## config.mk

```make
export PLATFORM = sky130hd
export DESIGN_NAME = ftt_cell
export DESIGN_NICKNAME = d
export VERILOG_FILES = /design/src/hdl/ftt_pkg.sv /design/src/hdl/ftt_cell.sv
export SDC_FILE = /design/constraint.sdc
export NUM_CORES = 1
export LEC_CHECK = 0
export ABC_AREA = 1
export BUFFER_PORTS_ARGS = -buffer_cell sky130_fd_sc_hd__buf_4
export CAP_MARGIN = 20
export CORE_MARGIN = 1.5
export CORE_UTILIZATION = 33
export CTS_CLUSTER_DIAMETER = 80
export DETAILED_ROUTE_END_ITERATION = 10
export SLEW_MARGIN = 10
export SYNTH_ARGS = -nofsm -noshare
export SYNTH_HDL_FRONTEND = slang
export SYNTH_SLANG_ARGS = --single-unit
```

## constraint.sdc

```tcl
create_clock -name clk_i -period 7 [get_ports clk_i]
set_clock_uncertainty 0.15 [all_clocks]
set_input_delay 0.35 -clock clk_i [delete_from_list [all_inputs] [get_ports clk_i]]
set_output_delay 0.35 -clock clk_i [all_outputs]
set_load 0.02 [all_outputs]
```

## src/hdl/ftt_pkg.sv

```systemverilog
`default_nettype none

package ftt_pkg;

  // widths fixed by the request and result fields
  localparam int unsigned CfgW   = 7;
  localparam int unsigned AddrW  = 32;
  localparam int unsigned PortW  = 16;
  localparam int unsigned HostW  = 16;
  localparam int unsigned IdxW   = 6;
  localparam int unsigned StatW  = 2;

  localparam logic [CfgW-1:0] CfgReset = 7'd64;

  // request kinds
  localparam logic ReqCreate = 1'b0;
  localparam logic ReqLookup = 1'b1;

  // result status codes
  localparam logic [StatW-1:0] StatOk       = 2'd0;
  localparam logic [StatW-1:0] StatFull     = 2'd1;
  localparam logic [StatW-1:0] StatNotFound = 2'd2;

  // request as it travels down the row of cells
  typedef struct packed {
    logic                 lookup;
    logic [2*AddrW-1:0]   addrs;
    logic [2*PortW-1:0]   ports;
    logic [HostW-1:0]     host;
    logic                 done;
    logic [IdxW-1:0]      index;
  } ftt_item_t;

endpackage

`default_nettype wire

```

## src/hdl/ftt_cell.sv

```systemverilog
`default_nettype none

module ftt_cell import ftt_pkg::*; #(
  parameter int unsigned CELL_IDX = 0
) (
  input  wire logic      clk_i,
  input  wire logic      rst_ni,
  input  wire logic      advance_i,
  input  wire logic      active_i,
  input  wire logic      valid_i,
  input  wire ftt_item_t item_i,
  output logic           valid_o,
  output ftt_item_t      item_o
);

  logic                 valid_q;
  ftt_item_t            item_q, item_d;
  logic                 open_q;
  logic [2*AddrW-1:0]   addrs_q;
  logic [2*PortW-1:0]   ports_q;
  logic [HostW-1:0]     host_q;
  logic                 live, hit_free, hit_match;

  // local decision for the passing request
  assign live      = valid_i && !item_i.done && active_i;
  assign hit_free  = live && (item_i.lookup == ReqCreate) && !open_q;
  assign hit_match = live && (item_i.lookup == ReqLookup) && open_q &&
                     (addrs_q == item_i.addrs) && (ports_q == item_i.ports);

  // result so far, handed to the next cell
  always_comb begin
    item_d = item_i;
    if (hit_free || hit_match) begin
      item_d.done  = 1'b1;
      item_d.index = IdxW'(CELL_IDX);
    end
    if (hit_match) begin
      item_d.host = host_q;
    end
  end

  // stage valid and entry open flag
  always_ff @(posedge clk_i or negedge rst_ni) begin
    if (!rst_ni) begin
      valid_q <= 1'b0;
      open_q  <= 1'b0;
    end else if (advance_i) begin
      valid_q <= valid_i;
      if (hit_free) begin
        open_q <= 1'b1;
      end
    end
  end

  // stage payload and entry contents
  always_ff @(posedge clk_i) begin
    if (advance_i) begin
      item_q <= item_d;
      if (hit_free) begin
        addrs_q <= item_i.addrs;
        ports_q <= item_i.ports;
        host_q  <= item_i.host;
      end
    end
  end

  assign valid_o = valid_q;
  assign item_o  = item_q;

  // an open entry never closes again
  a_open_sticky: assert property (@(posedge clk_i) disable iff (!rst_ni)
    open_q |=> open_q)
    else $error("entry closed after being opened");

  // a request already served passes through untouched
  a_done_pass: assert property (@(posedge clk_i) disable iff (!rst_ni)
    advance_i && valid_i && item_i.done |=> item_q == $past(item_i))
    else $error("served request altered by cell");

  // an entry opens only for a create that found it closed
  a_open_cause: assert property (@(posedge clk_i) disable iff (!rst_ni)
    $rose(open_q) |-> $past(hit_free && advance_i))
    else $error("entry opened without a create");

endmodule

`default_nettype wire

```

# Word-level counts from Yosys, hierarchy flattened
# Cells that the tools add are included.
# Widths: inputs -> output; s select.
[word_totals]
inputBits = 125
reg_bits = 234
word_cells = 27
out_inout_bits = 121
[op_classes]
n_eq_ne = 2
bitwise = 1
muxes = 1
reduce_logical = 12
[op_table]
columns = ["op", "count"]
rows = [
  ["$eq 64x64->1", 1],
  ["$eq 32x32->1", 1],
  ["$mux 16", 1],
  ["$logic_and 1x1->1", 8],
  ["$logic_not 1->1", 2],
  ["$reduce_and 2->1", 1],
  ["$logic_or 1x1->1", 1],
  ["$not 1->1", 1],
]

# Logic depth before layout (Yosys ltp)
# Gate-level depths: netlist of run 1.
[logic_depth]
depth_word = 8
ltp_mapped = 14

# Worst setup path after synthesis of run 1
# No wires, ideal clock.
[synth_timing]
path_kind = "input -> register"
startpoint = "input port active_i"
endpoint = "register open_q"
arrival_ps = 5783
path_slack_ps = 973
setup_ps = 94
path_stages = 5
n_path_buf = 0
cell_sequence = "nand2_2 nor2_4 nand2_1 nor2_1 or2_2"
[synth_via]
elab_chain_cells = 4
[synth_lines]
columns = ["element", "line", "text"]
rows = [
  ["start: declaration", "ftt_cell.sv:9", "input wire logic active_i,"],
  ["$logic_and 1x1->1", "ftt_cell.sv:25", "assign live = valid_i && !item_i.done && active_i;"],
  ["$logic_and 1x1->1 (2 in series)", "ftt_cell.sv:26", "assign hit_free = live && (item_i.lookup == ReqCreate) && !open_q;"],
  ["$reduce_and 2->1 (no source line)", "--", ""],
  ["end signal: assignment", "ftt_cell.sv:46", "open_q <= 1'b0;"],
  ["end signal: assignment", "ftt_cell.sv:50", "open_q <= 1'b1;"],
  ["end: declaration", "ftt_cell.sv:18", "logic open_q;"],
]
# Every way passes these cells.
# A chain may end at the register's enable or synchronous reset.

# Worst setup path after layout of run 1
[layout_timing]
startpoint = "input port valid_i"
endpoint = "register addrs_q[32] (enable)"
[layout_via]
elab_chain_cells = 5
[layout_lines]
columns = ["element", "line", "text"]
rows = [
  ["start: declaration", "ftt_cell.sv:10", "input wire logic valid_i,"],
  ["$logic_and 1x1->1 (2 in series)", "ftt_cell.sv:25", ""],
  ["$logic_and 1x1->1 (2 in series)", "ftt_cell.sv:26", ""],
  ["$reduce_and 2->1 (no source line)", "--", ""],
  ["end signal: assignment", "ftt_cell.sv:60", "addrs_q <= item_i.addrs;"],
  ["end: declaration", "ftt_cell.sv:19", "logic [2*AddrW-1:0] addrs_q;"],
]
# Every way passes these cells.

==> summary.txt, run 1 <==
Outcome
  • Result of the run: finished, final reports clean

Place
  • Routability cong.: 0.827
  • Hpwl dp: 20.1 mm
  • Number of buffers added on ports: 245
  • Placed cell count: 1712

CTS
  • Bufs on Longest Clock Path: 3
  • CTS root buffer: clkbuf_16
  • Clock-pin slew on the worst setup and hold paths: 0.06 ns
  • CTS tree: yes
  • Worst skew pair latency: 0.54 ns
  • CTS Buf Count: 26
  • Clock Sink Count: 234
  • H-tree Lvls: 1
  • Post-cts resize count: 0

Hold path
  • Hold WC Path Type: in -> reg

STA
  • Max Fclk: 0.384 GHz
  • Final hold vios: 0
  • Least-Margin Pin Slew: 0.831 ns
  • Final Slew Violations: 0
  • Slew Limit Headroom: 44.6%
  • Setup_tns: 0 ns
  • Final Cycle Share: 37.2%
  • RSZ-0062 raised after global routing: no
  • Fin crit period: 2.61 ns
  • Final hold slack: 0.273 ns
  • Final setup viols: 0

GRT
  • First-pass GRT wire length: 42.7 mm
  • Initial antenna violation count: 0
  • Largest net degree at the start of global routing: 64
  • GR Overflow Total: 0
  • GR Util All Layers: 16.9%
  • Vias in the first global route: 7971

Synthesis
  • Post-Synthesis Cells: 1070
  • Dominant cell type by area after synthesis: edfxtp_1
  • FF+latch count, synth: 234
  • Post-synth EDFFs: 232
  • Post-synth top area share: 67.5%
  • Post-synth top cells: nand2_1 (442), edfxtp_1 (232), inv_1 (202)
  • Yosys warnings: 0
  • Register area share after synthesis: 68.0%
  • Avg Cell Area, Syn: 9.64 um2
  • Synth area leaders: edfxtp_1 (68%), nand2_1 (16%), inv_1 (7.3%)
  • Syn Nets: 1195
  • Library cells used by synthesis: 18
  • Post-Syn Area: 0.0103 mm2
  • Ys flop type: edfxtp_1
  • Most frequent cell after synthesis: nand2_1
  • Async SR Flop Fraction: 0.855%

Floorplanning
  • Core box area: 0.0307 mm2
  • # rows: 64
  • Die area: 0.0323 mm2
  • Die Y: 180 um
  • Initial Utilization: 33.6%
  • Boundary Pins: 246
  • Die W: 180 um

Drt
  • Routed WL per cell: 14.7 um
  • Drt total wl: 27.7 mm
  • Post-route ant nets: 0
  • DR pass1 iterations: 5
  • Initial drt markers: 457
  • Vias per cell: 4.29
  • Vias: 8072
  • DRC: 0

Cells and area
  • Number of diodes: 0
  • Layout cell share with drive strength beyond 1: 20.1%
  • Filler Cell Count: 2806
  • Post-Layout Cell Count: 1882
  • Final core utilization: 48.1%
  • Area growth, synth to finish: 42.9%
  • NumNets Final: 1592

Setup path
  • Worst Path Arrival: 2.62 ns
  • Crit start category: input pin
  • Crit path from: valid_i
  • Flop2flop setup slack: 4.57 ns
  • Reg2reg start: open_q
  • Worst Reg-to-Reg Cells: 4
  • R2r endpoint: addrs_q[32]
  • Critical Setup Path Class: in -> reg
  • CP Max Fanout: 47
  • CP Capture Point: addrs_q[32]
  • Crit. End Element: flop
  • CP required: 7.01 ns

Power and ir drop
  • Pleak: 0.00698 uW
  • Worst VDD drop: 0.156 mV
  • PwrDens: 232 mW/mm2

Run
  • Max-cap violations: 0
-- critical path: stages --
cell and delay, ns:
dlygate4sd3_1 0.54, buf_4 0.13, nand2_2 0.06, nor2_4 0.13, nand2_1 0.15, nor2_4 0.58, buf_4 0.63
-- flip-flops by register name, indices dropped and copies added, names as in the netlist --
register and cells:
ports_q 32, host_q 16, open_q 1, item_o 120, addrs_q 64, valid_o 1
-- cells by family after synthesis --
logic type	synth area share (%)
AOI/OAI and AO/OA	0.291
xor gates and xnor gates	1.10
buffers and inverters	7.51
DFF	68.0
and+or+nand+nor	23.1
-- how the worst min path moves through the flow --
stage                     startpoint        end  slack (ns)  cells after the start
after global placement        rst_ni    valid_o       -0.02                      1
after CTS                  advance_i    valid_o        0.25                      3
after detailed placement      rst_ni     open_q       -0.01                      1
after floorplan               rst_ni     open_q        -0.1                      0
after global routing       advance_i  item_o[0]        0.30                      1
final                      advance_i    valid_o        0.27                      3
-- placed cells by master (no fill, tap or decap) --
master	n
buf_4	248
bufinv_16	2
clkbuf_1	7
clkbuf_16	26
clkbuf_8	5
clkinv_1	2
clkinv_2	3
clkinv_8	1
clkinvlp_4	1
dfrtp_1	2
dlygate4sd3_1	123
edfxtp_1	232
inv_1	202
nand2_1	442
nand2_2	2
nand3_1	12
nand3_2	1
nand3b_1	2
nand4_1	6
nor2_1	139
nor2_2	3
nor2_4	3
nor3_2	1
o21ai_0	6
or2_2	2
xnor2_1	13
-- repair_timing --
item                       CTS  global route
hold endpoints to repair   235             0
setup endpoints to repair    0             0
hold buffers               123             0
setup buffers                0             0
-- metrics by stage --
step / worst slack, ns / power [uW] / cell area (um2)
final: 4.39 / 3420 / 14800
after CTS: 4.38 / 3450 / 14800
after detailed placement: 3.90 / 2020 / 12700
after global placement: 3.94 / 2020 / 12700
after floorplan: 0.973 / 1810 / 10300
after global routing: 4.25 / 3540 / 14800
-- per-layer routing --
layer / vias to the layer above / share of wire, % / GRT usage (%)
met5: - / 0 / 0
met4: 0 / 2.5 / 5.60
met3: 49 / 6.2 / 3.04
met2: 242 / 48 / 29.2
met1: 3669 / 43 / 21.4
li1: 4112 / - / -
-- final cells by class --
class	instances	area, um2	share of cell area [%]
clock inverter	9	106	0.721
multi-input combinational	632	2530	17.2
sequential	234	7020	47.6
timing repair buffer	371	3090	21.0
clock buffer	38	746	5.06
tap	396	495	3.36
inverter	202	758	5.14
-- power breakdown --
group | switching [uW] | total, uW | internal (uW)
combinational | 228 | 419 | 191
sequential | 19.1 | 1630 | 1610
clock | 559 | 1370 | 810
Note: power is estimated with default switching activity, not from simulation.
==> inputs of run 2 (changes only) <==
==> constraint.sdc (replaced) <==
create_clock -name clk_i -period 2.54 [get_ports clk_i]
set_clock_uncertainty 0.15 [all_clocks]
set_input_delay 0.127 -clock clk_i [delete_from_list [all_inputs] [get_ports clk_i]]
set_output_delay 0.127 -clock clk_i [all_outputs]
set_load 0.02 [all_outputs]
==> run 2 against run 1 <==
Effect of this change:
- non-clock buffer count rose by 3
- total power rose to 2.8 times the previous value
- largest cell class unchanged
- critical endpoint is now item_o[0]
- critical path depth rose by 3
- highest routed layer unchanged
==> summary.txt, run 2 (synthesized netlist as in run 1, its figures left out) <==
STA
  • Final worst slack: 0.430 ns (-3.96 ns)
  • Final setup viols: 0 (unchanged)
  • Final Cycle Share: 83.1%
  • Fin crit period: 2.11 ns
  • RSZ-0062 raised after global routing: no
  • Final Slew Violations: 0 (unchanged)
  • Max Fclk: 0.474 GHz
  • Final hold slack: 0.0686 ns (-0.204 ns)
  • Least-Margin Pin Slew: 0.608 ns (-0.223 ns)
  • Setup_tns: 0 ns (unchanged)
  • Slew Limit Headroom: 59.5% (+15 points)
  • Final hold vios: 0 (unchanged)

Cells and area
  • Most frequent cells in the layout: nand2_1 (442), buf_4 (246), edfxtp_1 (232)
  • Commonest non-fill, non-tap cell in the layout: nand2_1
  • Number of diodes: 0 (unchanged)
  • Area growth, synth to finish: 43.6%
  • Filler Cell Count: 2767 (-1.4%)
  • Layout cell share with drive strength beyond 1: 20.1% (+0.027 points)
  • Max FFs per register: 120 (unchanged)
  • NumNets Final: 1596 (+0.25%)

Power and ir drop
  • Comb power frac: 12.3% (about the same)
  • Total power draw: 9460 uW (+180%)
  • Int Power: 7280 uW (+180%)
  • Pleak: 0.00701 uW (+0.47%)
  • Worst VDD drop: 0.524 mV (+240%)
  • PwrDens: 638 mW/mm2 (+180%)
  • Sw Share: 23.0% (-0.59 points)
  • Switching Power: 2170 uW (+170%)
  • Seq pwr share: 47.5% (-0.2 points)
  • Clock share of power: 40.2% (+0.2 points)

Drt
  • Post-route ant nets: 0 (unchanged)
  • Vias per cell: 4.27 (-0.47%)
  • Drt total wl: 28.2 mm (+1.6%)
  • Routed WL per cell: 14.9 um (+1.4%)
  • Initial drt markers: 466 (+2.0%)
  • Vias: 8047 (-0.31%)
  • DR pass1 iterations: 5 (unchanged)
  • DRC: 0 (unchanged)

GRT
  • Vias in the first global route: 8031 (+0.75%)
  • Initial antenna violation count: 0 (unchanged)
  • Largest net degree at the start of global routing: 69 (+7.8%)
  • GR Util All Layers: 17.0% (+0.030 points)
  • First-pass GRT wire length: 42.9 mm (+0.32%)
  • GR Overflow Total: 0 (unchanged)

Place
  • Routability cong.: 0.870 (+5.3%)
  • Number of buffers added on ports: 245 (unchanged)
  • Hpwl dp: 20.8 mm (+3.1%)
  • Place WS: 0.422 ns (-3.48 ns)

CTS
  • CTS root buffer: clkbuf_16
  • Bufs on Longest Clock Path: 3 (unchanged)
  • Clock Sink Count: 234 (unchanged)
  • H-tree Lvls: 1 (unchanged)
  • Clock-pin slew on the worst setup and hold paths: 0.06 ns (about the same)
  • CTS tree: yes
  • Post-cts resize count: 0 (unchanged)
  • CTS Buf Count: 27 (+3.8%)
  • Post-CTS setup repair buffer count: 0 (unchanged)
  • Worst skew pair latency: 0.52 ns (-0.02 ns)
  • # hold bufs at CTS: 125 (+1.6%)

Setup path
  • Critical Setup Path Class: reg -> reg
  • Crit path cell chain: nor2_1, nor2_1, nor2_1, nand2_1, nor2_1, nand3_1, nor2_1, nand3_1, nand2_1, nor2_1
  • CP Max Fanout: 6 (-87%)
  • Crit. End Element: flop
  • Critical Path Max Stage Delay: 0.42 ns (-0.21 ns)
  • Crit start category: flop
  • CP max stage cell: edfxtp_1
  • Most common cell on crit path: nor2_1
  • CP required: 2.66 ns (-4.35 ns)
  • Worst Path Arrival: 2.23 ns (-0.39 ns)

Floorplanning
  • Die W: 180 um (unchanged)
  • # rows: 64 (unchanged)
  • Die Y: 180 um (unchanged)
  • Core box area: 0.0307 mm2 (unchanged)
  • Initial Utilization: 33.6% (unchanged)
  • Die area: 0.0323 mm2 (unchanged)
  • Boundary Pins: 246 (unchanged)

Outcome
  • Result of the run: finished, final reports clean

Hold path
  • Hold WC Path Type: in -> reg

Run
  • Max-cap violations: 0 (unchanged)
run 2: cell types whose count changed in the layout (fill, tap and decap cells not counted), moves of 2 or more:
cell and change:
clkbuf_1 +2, dlygate4sd3_1 +2, clkinv_2 +3, clkbuf_8 -3
buf_4 -2, buf_12 +3, clkinv_1 -2
run 2: power groups by stage:
stage | clock [uW] | combinational (uW) | sequential (uW)
2_1_floorplan | 0 | 216 | 4780
3_3_place_gp | 0 | 1010 | 4570
3_5_place_dp | 0 | 1010 | 4570
4_1_cts | 3880 | 1170 | 4500
5_1_grt | 4010 | 1260 | 4510
6_report | 3800 | 1160 | 4500
run 2: per-layer routing:
layer | track usage [%] | wire [um] | vias up
met5 | 0 | 0 | -
met4 | 4.33 | 674 | 0
met3 | 3.08 | 1420 | 41
met2 | 29.4 | 13600 | 217
met1 | 21.8 | 12500 | 3674
li1 | - | - | 4115
run 2: worst max-delay path: cells and delay by family, from the launching register on:
family	cells	cell delay [ns]
AND/OR/NAND/NOR	10	1.29
flip-flops	1	0.42
run 2: area by class of cell:
class                      count  area, um2  area share [%]
sequential                   234       7020            47.3
timing repair buffer         374       3160            21.3
multi-input combinational    632       2530            17.1
inverter                     202        758            5.12
clock buffer                  38        737            4.97
tap                          396        495            3.34
clock inverter                 9        120           0.810
run 2: stage by stage:
step / utilization (%) / cell area, um2 / cells
finish: 48.3 / 14800 / 1885
global route: 48.3 / 14800 / 1885
CTS: 48.3 / 14800 / 1885
detailed placement: 41.4 / 12700 / 1713
global placement: 41.4 / 12700 / 1713
floorplan: - / 10300 / 1070
run 2: worst paths after layout:
kind / end / cells after the start / from / slack [ns]
setup / recovery: item_o[0] / 10 / addrs_q[46] / 0.43
hold / removal: item_o[6] / 5 / active_i / 0.07
setup reg to reg: item_o[0] / 10 / addrs_q[46] / 0.43
hold reg to reg: open_q / 1 / open_q / 0.36
max in group asynchronous: valid_o / 3 / rst_ni / 1.74
min in group asynchronous: open_q / 3 / rst_ni / 0.37
==> inputs of run 3 (changes only) <==
--- a/config.mk
+++ b/config.mk
@@ -5,7 +5,7 @@
 export SDC_FILE = /design/constraint.sdc
 export NUM_CORES = 1
 export LEC_CHECK = 0
-export ABC_AREA = 1
+export ABC_AREA = 0
 export BUFFER_PORTS_ARGS = -buffer_cell sky130_fd_sc_hd__buf_4
 export CAP_MARGIN = 20
 export CORE_MARGIN = 1.5
==> constraint.sdc (replaced) <==
create_clock -name clk_i -period 2.2 [get_ports clk_i]
set_clock_uncertainty 0.15 [all_clocks]
set_input_delay 0.11 -clock clk_i [delete_from_list [all_inputs] [get_ports clk_i]]
set_output_delay 0.11 -clock clk_i [all_outputs]
set_load 0.02 [all_outputs]
==> run 3 against run 2 <==
Effect of this change:
- total power rose by 11%
- the run now ends with setup timing left
- count of clock-buffer cells in the layout down 4
- critical endpoint is now item_o[17]
- non-clock buffer count up 81
- via count fell by 31%
==> summary.txt, run 3 <==
Outcome
  • Result of the run: complete, but fails checks
  • Failing checks: setup timing

Setup path
  • CP required: 2.32 ns (-0.34 ns)
  • Critical Path Max Stage Delay: 0.44 ns (+0.02 ns)
  • R2r endpoint: item_o[17]
  • Reg2reg start: addrs_q[1]
  • CP max stage cell: or4_4
  • CP delay by family, top: simple AND/OR/NAND/NOR gates
  • Worst Reg-to-Reg Cells: 8 (-2)
  • Crit start category: flop
  • Worst Path Arrival: 2.98 ns (+0.75 ns)
  • CP Max Fanout: 23 (+17)
  • Worst path bufs/invs: 2 (+2)
  • Crit. End Element: flop
  • Flop2flop setup slack: -0.66 ns (-1.09 ns)
  • Critical Setup Path Class: reg -> reg
  • Crit path cell chain: nor2b_1, a2111oi_2, buf_4, nand4_1, or3_1, or4_4, buf_12, mux2_4

Synthesis
  • Syn Nets: 553 (-54%)
  • Ys flop type: edfxtp_1
  • Post-Syn Area: 0.00852 mm2 (-17%)
  • Post-Synthesis Cells: 428 (-60%)
  • Post-synth top cells: edfxtp_1 (232), xnor2_1 (36), xor2_1 (31)
  • Synth area leaders: edfxtp_1 (82%), xnor2_1 (3.7%), xor2_1 (3.2%)
  • Post-synth top area share: 81.7% (+14 points)
  • Library cells used by synthesis: 32 (+14)
  • FF+latch count, synth: 234 (unchanged)
  • Yosys warnings: 0 (unchanged)
  • Dominant cell type by area after synthesis: edfxtp_1
  • Post-synth EDFFs: 232 (unchanged)
  • Register area share after synthesis: 82.3% (+14 points)
  • Most frequent cell after synthesis: edfxtp_1
  • Avg Cell Area, Syn: 19.9 um2 (+110%)
  • Async SR Flop Fraction: 0.855% (unchanged)

STA
  • Final hold vios: 0 (unchanged)
  • Final worst slack: -0.659 ns (-1.09 ns)
  • Final Slew Violations: 0 (unchanged)
  • RSZ-0062 raised after global routing: yes
  • Final Cycle Share: 130% (+47 points)
  • Fin crit period: 2.86 ns (+0.750 ns)
  • Final hold slack: 0.170 ns (+0.102 ns)
  • Max Fclk: 0.350 GHz (-26%)
  • Least-Margin Pin Slew: 0.470 ns (-0.138 ns)
  • Final setup viols: 23 (+23)
  • Slew Limit Headroom: 68.7% (+9.2 points)

Cells and area
  • Filler Cell Count: 2049 (-26%)
  • Commonest non-fill, non-tap cell in the layout: buf_4
  • NumNets Final: 1033 (-35%)
  • Layout cell share with drive strength beyond 1: 41.7% (+22 points)
  • Max FFs per register: 120 (unchanged)
  • Cell area after layout: 0.0135 mm2 (-8.9%)
  • Area growth, synth to finish: 58.4%
  • Most frequent cells in the layout: buf_4 (326), edfxtp_1 (232), dlygate4sd3_1 (124)

GRT
  • Largest net degree at the start of global routing: 73 (+5.8%)
  • GR Util All Layers: 16.6% (-0.38 points)
  • Initial antenna violation count: 1 (+1)
  • Vias in the first global route: 6018 (-25%)
  • First-pass GRT wire length: 33.6 mm (-22%)
  • GR Overflow Total: 0 (unchanged)

Floorplanning
  • Die area: 0.0268 mm2 (-17%)
  • Boundary Pins: 246 (unchanged)
  • # rows: 58 (-9.4%)
  • Die Y: 164 um (-9.0%)
  • Die W: 164 um (-9.0%)
  • Core box area: 0.0253 mm2 (-18%)
  • Initial Utilization: 33.8% (+0.11 points)

Power and ir drop
  • Total power draw: 10500 uW (+11%)
  • PwrDens: 778 mW/mm2 (+22%)
  • Worst VDD drop: 0.588 mV (+12%)
  • Pleak: 0.00533 uW (-24%)

Place
  • Total placed instance area: 0.0114 mm2 (-10%)
  • Number of buffers added on ports: 245 (unchanged)
  • Hpwl dp: 14.4 mm (-30%)
  • Routability cong.: 0.776 (-11%)

Hold path
  • Hold path cells: 2 (-3)
  • Hold Crit Start: item_i[18]
  • Hold WC Path Type: in -> reg
  • WHS Endpoint: host_q[11]

CTS
  • Bufs on Longest Clock Path: 3 (unchanged)
  • Worst skew pair latency: 0.53 ns (about the same)
  • Clock Sink Count: 234 (unchanged)
  • CTS tree: yes
  • Clock-pin slew on the worst setup and hold paths: 0.06 ns (about the same)
  • CTS root buffer: clkbuf_16
  • CTS Buf Count: 26 (-3.7%)
  • H-tree Lvls: 1 (unchanged)

Drt
  • DR pass1 iterations: 6 (+1)
  • Drt total wl: 22.3 mm (-21%)
  • Post-route ant nets: 0 (unchanged)
  • Routed WL per cell: 17.7 um (+19%)
  • Vias per cell: 4.43 (+3.7%)
  • DRC: 0 (unchanged)
  • Vias: 5567 (-31%)
  • Initial drt markers: 346 (-26%)

Run
  • Max-cap violations: 0 (unchanged)
==> run 3: cell count changes after synthesis, sizes merged, moves of 7 or more <==
cell and delta:
nand2 -443, inv -179, nor2 -143, xor2 +31, xnor2 +23, mux2 +17
nor2b +17, nand3 -13, nor4 +11, nand4 +9, o22ai +7
==> run 3: cell type report <==
class | instances | area, um2 | area share (%)
Clock inverter | 13 | 83.8 | 0.621
Inverter | 23 | 86.3 | 0.639
Antenna cell | 1 | 2.50 | 0.0185
Sequential cell | 234 | 7020 | 52.0
Clock buffer | 34 | 702 | 5.20
Multi-Input combinational cell | 168 | 1420 | 10.5
Tap cell | 330 | 413 | 3.06
Timing Repair Buffer | 455 | 3780 | 28.0
==> run 3: how the worst max path moves through the flow <==
stage                      startpoint         end  slack, ns  depth (start not counted)
final                      addrs_q[1]  item_o[17]      -0.66                          8
after global routing       addrs_q[1]  item_o[17]      -0.77                          8
after CTS                  addrs_q[1]  item_o[21]      -0.66                          8
after detailed placement   addrs_q[1]  item_o[17]      -0.76                          8
after global placement    addrs_q[50]  item_o[18]      -0.73                          8
after floorplan           ports_q[17]  item_o[10]      -0.49                          8
==> run 3: where the power goes <==
part / switching [uW] / internal [uW]
combinational: 597 / 676
sequential: 68.3 / 5140
clock: 1680 / 2340
total: 2350 / 8160
==> run 3: cell families (layout without fill, tap and decap cells) <==
logic type                Yosys count  after routing  share of synthesized area (%)
muxes                              17             17                           2.82
buffers and inverters              26            525                           1.38
other                               0              1                              0
and+or+nand+nor                    62             62                           4.49
DFF                               234            234                           82.3
xor gates and xnor gates           67             67                           6.88
AOI/OAI and AO/OA                  22             22                           2.11
==> run 3: worst register-to-register path, cell delays in order, from the launching register on <==
cell and delay [ns]:
edfxtp_1 0.38, nor2b_1 0.15, a2111oi_2 0.38, buf_4 0.17
nand4_1 0.05, or3_1 0.38, or4_4 0.44, buf_12 0.19
mux2_4 0.32
==> run 3: per-stage QoR <==
stage	worst slack (ns)	std cells	util [%]	TNS, ns
after CTS	-0.657	1257	53.4	-13.52
final	-0.659	1258	53.5	-13.66
after detailed placement	-0.764	1086	45.3	-16.14
after floorplan	-0.489	428	-	-9.36
after global routing	-0.771	1257	53.4	-16.28
after global placement	-0.734	1086	45.3	-15.62
==> run 3: layer usage <==
metal	vias up	global-route usage, %	wire length (um)
met5	-	0	0
met1	2699	20.6	9030
li1	2630	-	-
met3	48	4.14	1650
met4	0	5.54	690
met2	190	28.2	10900
==> run 3: repair_timing <==
item,in CTS,in global routing
endpoints found under the setup margin,23,23
hold buffers,124,0
hold endpoints to repair,282,0
setup buffers,0,0
gates resized for setup,6,0
